`src/hdl/rmva_pkg.sv`:
```
package rmva_pkg;

    localparam int DIV_STEPS = 64;
    localparam int CNT_W     = 6;

    typedef struct packed {
        logic [3:0]  channel;
        logic [31:0] sample;
        logic [31:0] step_count;
    } in_t;

    typedef struct packed {
        logic [3:0]  channel_out;
        logic [31:0] mean;
        logic [63:0] variance_accum;
        logic        error;
    } out_t;

    typedef struct packed {
        logic [63:0] sum;
        logic [31:0] mean;
        logic [63:0] var_accum;
    } row_t;

    typedef enum logic [6:0] {
        S_IDLE = 7'b0000001,
        S_READ = 7'b0000010,
        S_DIFF = 7'b0000100,
        S_MUL  = 7'b0001000,
        S_DIV  = 7'b0010000,
        S_TERM = 7'b0100000,
        S_FIN  = 7'b1000000
    } state_t;

    typedef struct packed {
        logic load_in;
        logic rd_en;
        logic diff_en;
        logic mul_en;
        logic div_step;
        logic term_en;
        logic fin_en;
    } cmd_t;

    typedef struct packed {
        logic skip;
        logic out_busy;
    } status_t;

endpackage

```
`src/hdl/rmva_ctrl.sv`:
```
module rmva_ctrl (
    input  logic              clk,
    input  logic              rst_n,
    input  logic              in_valid,
    output logic              in_ready,
    input  rmva_pkg::status_t status,
    output rmva_pkg::cmd_t    cmd
);

    rmva_pkg::state_t           state_reg, state_next;
    logic [rmva_pkg::CNT_W-1:0] cnt_reg, cnt_next;

    always_comb
    begin
        state_next = state_reg;
        cnt_next   = cnt_reg;
        cmd        = '0;
        in_ready   = 1'b0;
        unique case (state_reg)
            rmva_pkg::S_IDLE:
            begin
                in_ready = 1'b1;
                if (in_valid)
                begin
                    cmd.load_in = 1'b1;
                    state_next  = rmva_pkg::S_READ;
                end
            end
            rmva_pkg::S_READ:
            begin
                cmd.rd_en  = 1'b1;
                state_next = rmva_pkg::S_DIFF;
            end
            rmva_pkg::S_DIFF:
            begin
                cmd.diff_en = 1'b1;
                state_next  = status.skip ? rmva_pkg::S_FIN : rmva_pkg::S_MUL;
            end
            rmva_pkg::S_MUL:
            begin
                cmd.mul_en = 1'b1;
                cnt_next   = '0;
                state_next = rmva_pkg::S_DIV;
            end
            rmva_pkg::S_DIV:
            begin
                cmd.div_step = 1'b1;
                cnt_next     = cnt_reg + 1'b1;
                if (cnt_reg == rmva_pkg::CNT_W'(rmva_pkg::DIV_STEPS - 1))
                begin
                    state_next = rmva_pkg::S_TERM;
                end
            end
            rmva_pkg::S_TERM:
            begin
                cmd.term_en = 1'b1;
                state_next  = rmva_pkg::S_FIN;
            end
            rmva_pkg::S_FIN:
            begin
                if (!status.out_busy)
                begin
                    cmd.fin_en = 1'b1;
                    state_next = rmva_pkg::S_IDLE;
                end
            end
            default:
            begin
                state_next = rmva_pkg::S_IDLE;
            end
        endcase
    end

    always_ff @(posedge clk or negedge rst_n)
    begin
        if (!rst_n)
        begin
            state_reg <= rmva_pkg::S_IDLE;
            cnt_reg   <= '0;
        end
        else
        begin
            state_reg <= state_next;
            cnt_reg   <= cnt_next;
        end
    end

endmodule

```
`config.mk`:
```
export PLATFORM = sky130hd
export DESIGN_NAME = rmva_ctrl
export DESIGN_NICKNAME = d
export VERILOG_FILES = /design/src/hdl/rmva_pkg.sv /design/src/hdl/rmva_ctrl.sv
export SDC_FILE = /design/constraint.sdc
export NUM_CORES = 1
export LEC_CHECK = 0
export BUFFER_PORTS_ARGS = -buffer_cell sky130_fd_sc_hd__clkbuf_2
export CAP_MARGIN = 5
export CORE_MARGIN = 5
export CORE_UTILIZATION = 40
export CTS_BUF_LIST = sky130_fd_sc_hd__clkbuf_8 sky130_fd_sc_hd__clkbuf_16
export DETAILED_ROUTE_END_ITERATION = 12
export MAX_ROUTING_LAYER = met4
export SYNTH_ARGS = -nofsm -noshare
export SYNTH_HDL_FRONTEND = slang
export SYNTH_SLANG_ARGS = --single-unit
```
`constraint.sdc`:
```
create_clock -name clk -period 2 [get_ports clk]
set_clock_uncertainty 0.05 [all_clocks]
set_input_delay 0.1 -clock clk [delete_from_list [all_inputs] [get_ports clk]]
set_output_delay 0.1 -clock clk [all_outputs]
set_load 0.01 [all_outputs]
```
==> impl_metrics.ini <==
[timing]
fmax_ghz = 0.538
fin_ws_ns = 0.141
fin_crit_ns = 1.86
fin_tns_setup_ns = 0
setup_viol = 0
rsz0062_at_grt = false
slew-limit-headroom = 0.695
period_share = 0.929
hold_slack_ns = 0.232
drv_slew = 0
worstMarginPinSlew_ns = 0.455
hold_viol_final = 0

[yosys]
ys_ff_latch = 13
synth_edf_count = 0
seq_area_frac_synth = 0.400
postSynthCellCount = 76
ys_async_sr_fraction = 1.00
syn_area_um2 = 816
ys_types = 42
syn_area_per_cell_um2 = 10.7
yosys_warnings = 0
synth_ff_type = dfrtp_1
synth_nets = 82

[routing]
drtIter0Drc = 13
wl_per_cell_um = 14.2
drc = 0
vias_per_cell = 5.39
dr.pass1.iters = 4
ant_nets = 0
drt_wl_total_um = 1650
num_vias = 625

[setup_path]
cpMaxStageDelayCell = dfrtp_1
r2r-start = state_reg[2]
path_delay_family = simple AND/OR/NAND/NOR gates
required_ns = 1.85
crit_fanout = 9
reg2regPathDepth = 3
path_buf_inv = 2
critPathMaxStageDelay_ns = 0.51
arrival_ns = 1.71
reg2reg_slack_ns = 0.34
path_class = register to output pin
reg2reg_to = cnt_reg[0]
cp-end-kind = output pin
cp_cell_sequence = nor4b_4 -> nand2_1 -> inv_2 -> clkbuf_2
crit_path_start_kind = register
worst-path-stages = 4

[power_and_ir_drop]
totalPowerFinal_uw = 860
vdd_ir_drop_max_uv = 431
power_density_nw_per_um2 = 911
p_leak_uw = 0.000449

[placement]
gp_congestion = 0.795
portBuffers = 12
place_ws_ns = 0.316
place_hpwl_um = 1150

[floorplanning]
design.core.area_um2 = 1960
die_y_um = 55.2
rows = 16
dieArea_um2 = 3040
fp.dieW_um = 55.2
start_util = 0.416
io_pins = 13

[layout]
areaGrowthSynthToFinish_pct = 15.6
n_antenna_cell = 0
largest_reg_flops = 7
nNetsFinal = 96
layout-drive-gt1-share = 0.270

[clocking]
cts.sinks = 13
htree_levels = 1
numCtsBuffers = 3
cts_root_buf = clkbuf_8
post_cts_buffers = 0
clk_path_buf_depth = 2
clk_latency_ns = 0.25
clk_pin_slew_ns = 0.06
cts_resized = 0
cts_tree = built

[job]
cap_violations = 0

[worst_hold_path]
worstHoldPathType = input port to asynchronous set/reset pin

[grt]
antenna_found_initial = 0
grtUsageTotal = 0.137
grt_max_degree = 14
grt_pass1_vias = 603
grt_pass1_wl_um = 2780
grt.overflow.total = 0

[status]
status = complete, no violations
worst max-delay path by stage:
stage                      start          to  slack, ns
finish              state_reg[6]      cmd[2]       0.14
global route        state_reg[2]      cmd[0]      0.002
global placement    state_reg[2]  cnt_reg[2]       0.34
CTS                 state_reg[6]      cmd[2]       0.12
detailed placement  state_reg[2]  cnt_reg[0]       0.32
floorplan           state_reg[2]  cnt_reg[2]       0.47
power by group:
part           leakage (µW)  total, µW  switching, µW  internal [µW]
registers          0.000177        367           69.0            298
logic              0.000245        254            138            116
clock network     0.0000269        239            103            136
total              0.000449        860            310            550
cell usage after synthesis (all sizes together), types with 3 or more instances:
cell type | instances | area share
nand4 | 4 | 0.031
inv | 5 | 0.023
nand2 | 4 | 0.018
nor4 | 5 | 0.072
and3 | 3 | 0.023
buf | 6 | 0.051
dfrtp | 12 | 0.37
nor2 | 4 | 0.018
area by class of cell:
type / instances / area, µm²
inverters: 5 / 18.8
multi-input cells: 52 / 429
flip-flops and latches: 13 / 327
fillers: 198 / 1020
clock inverters: 1 / 3.75
clock buffers: 3 / 41.3
well taps: 27 / 33.8
repair buffers: 15 / 90.1
cell families (layout without fill, tap and decap cells):
family / count (synthesis) / after routing / synth area share
AO/OA/AOI/OAI: 12 / 12 / 0.117
XOR/XNOR: 2 / 2 / 0.0215
adder cells (fa/ha/maj): 1 / 1 / 0.0153
buffers and inverters: 11 / 24 / 0.0736
flip-flops: 13 / 13 / 0.400
multiplexers: 1 / 1 / 0.0123
AND/OR/NAND/NOR: 36 / 36 / 0.360
per-layer routing:
| layer | global-route usage | wire [µm] | vias to the layer above |
|---|---|---|---|
| li1 | - | - | 311 |
| met1 | 0.177 | 784 | 302 |
| met2 | 0.187 | 765 | 7 |
| met5 | - | 0 | - |
| met4 | 0.0972 | 51 | 0 |
| met3 | 0.0322 | 47 | 5 |
worst register-to-register path, cell delays in order, from the launching register on:
cell and delay, ns:
dfrtp_1 0.49, or3_4 0.47, nor4_4 0.40, a21oi_1 0.13
layout by cell type, fill, tap and decap left out, types with 2 or more instances in the layout:
master	count
dfrtp_1	12
clkbuf_2	12
inv_1	5
nand2_1	4
nor2_1	4
nand4_1	4
and3_1	3
clkbuf_8	3
dlygate4sd3_1	3
nor4_2	2
nor4bb_1	2
nor4_1	2
nand4b_1	2
o211ai_1	2
a21oi_1	2
metrics by stage:
step / cells / utilization / cell area [µm²]
3_5_place_dp: 109 / 0.443 / 868
5_1_grt: 116 / 0.481 / 943
2_1_floorplan: 76 / - / 816
4_1_cts: 116 / 0.481 / 943
3_3_place_gp: 109 / 0.443 / 868
6_report: 116 / 0.481 / 943
timing repair:
action | in CTS | in global routing
hold buffers | 3 | 0
hold endpoints to repair | 15 | 0
setup endpoints to repair | 0 | 0
Power figures use the tool's default switching activity.
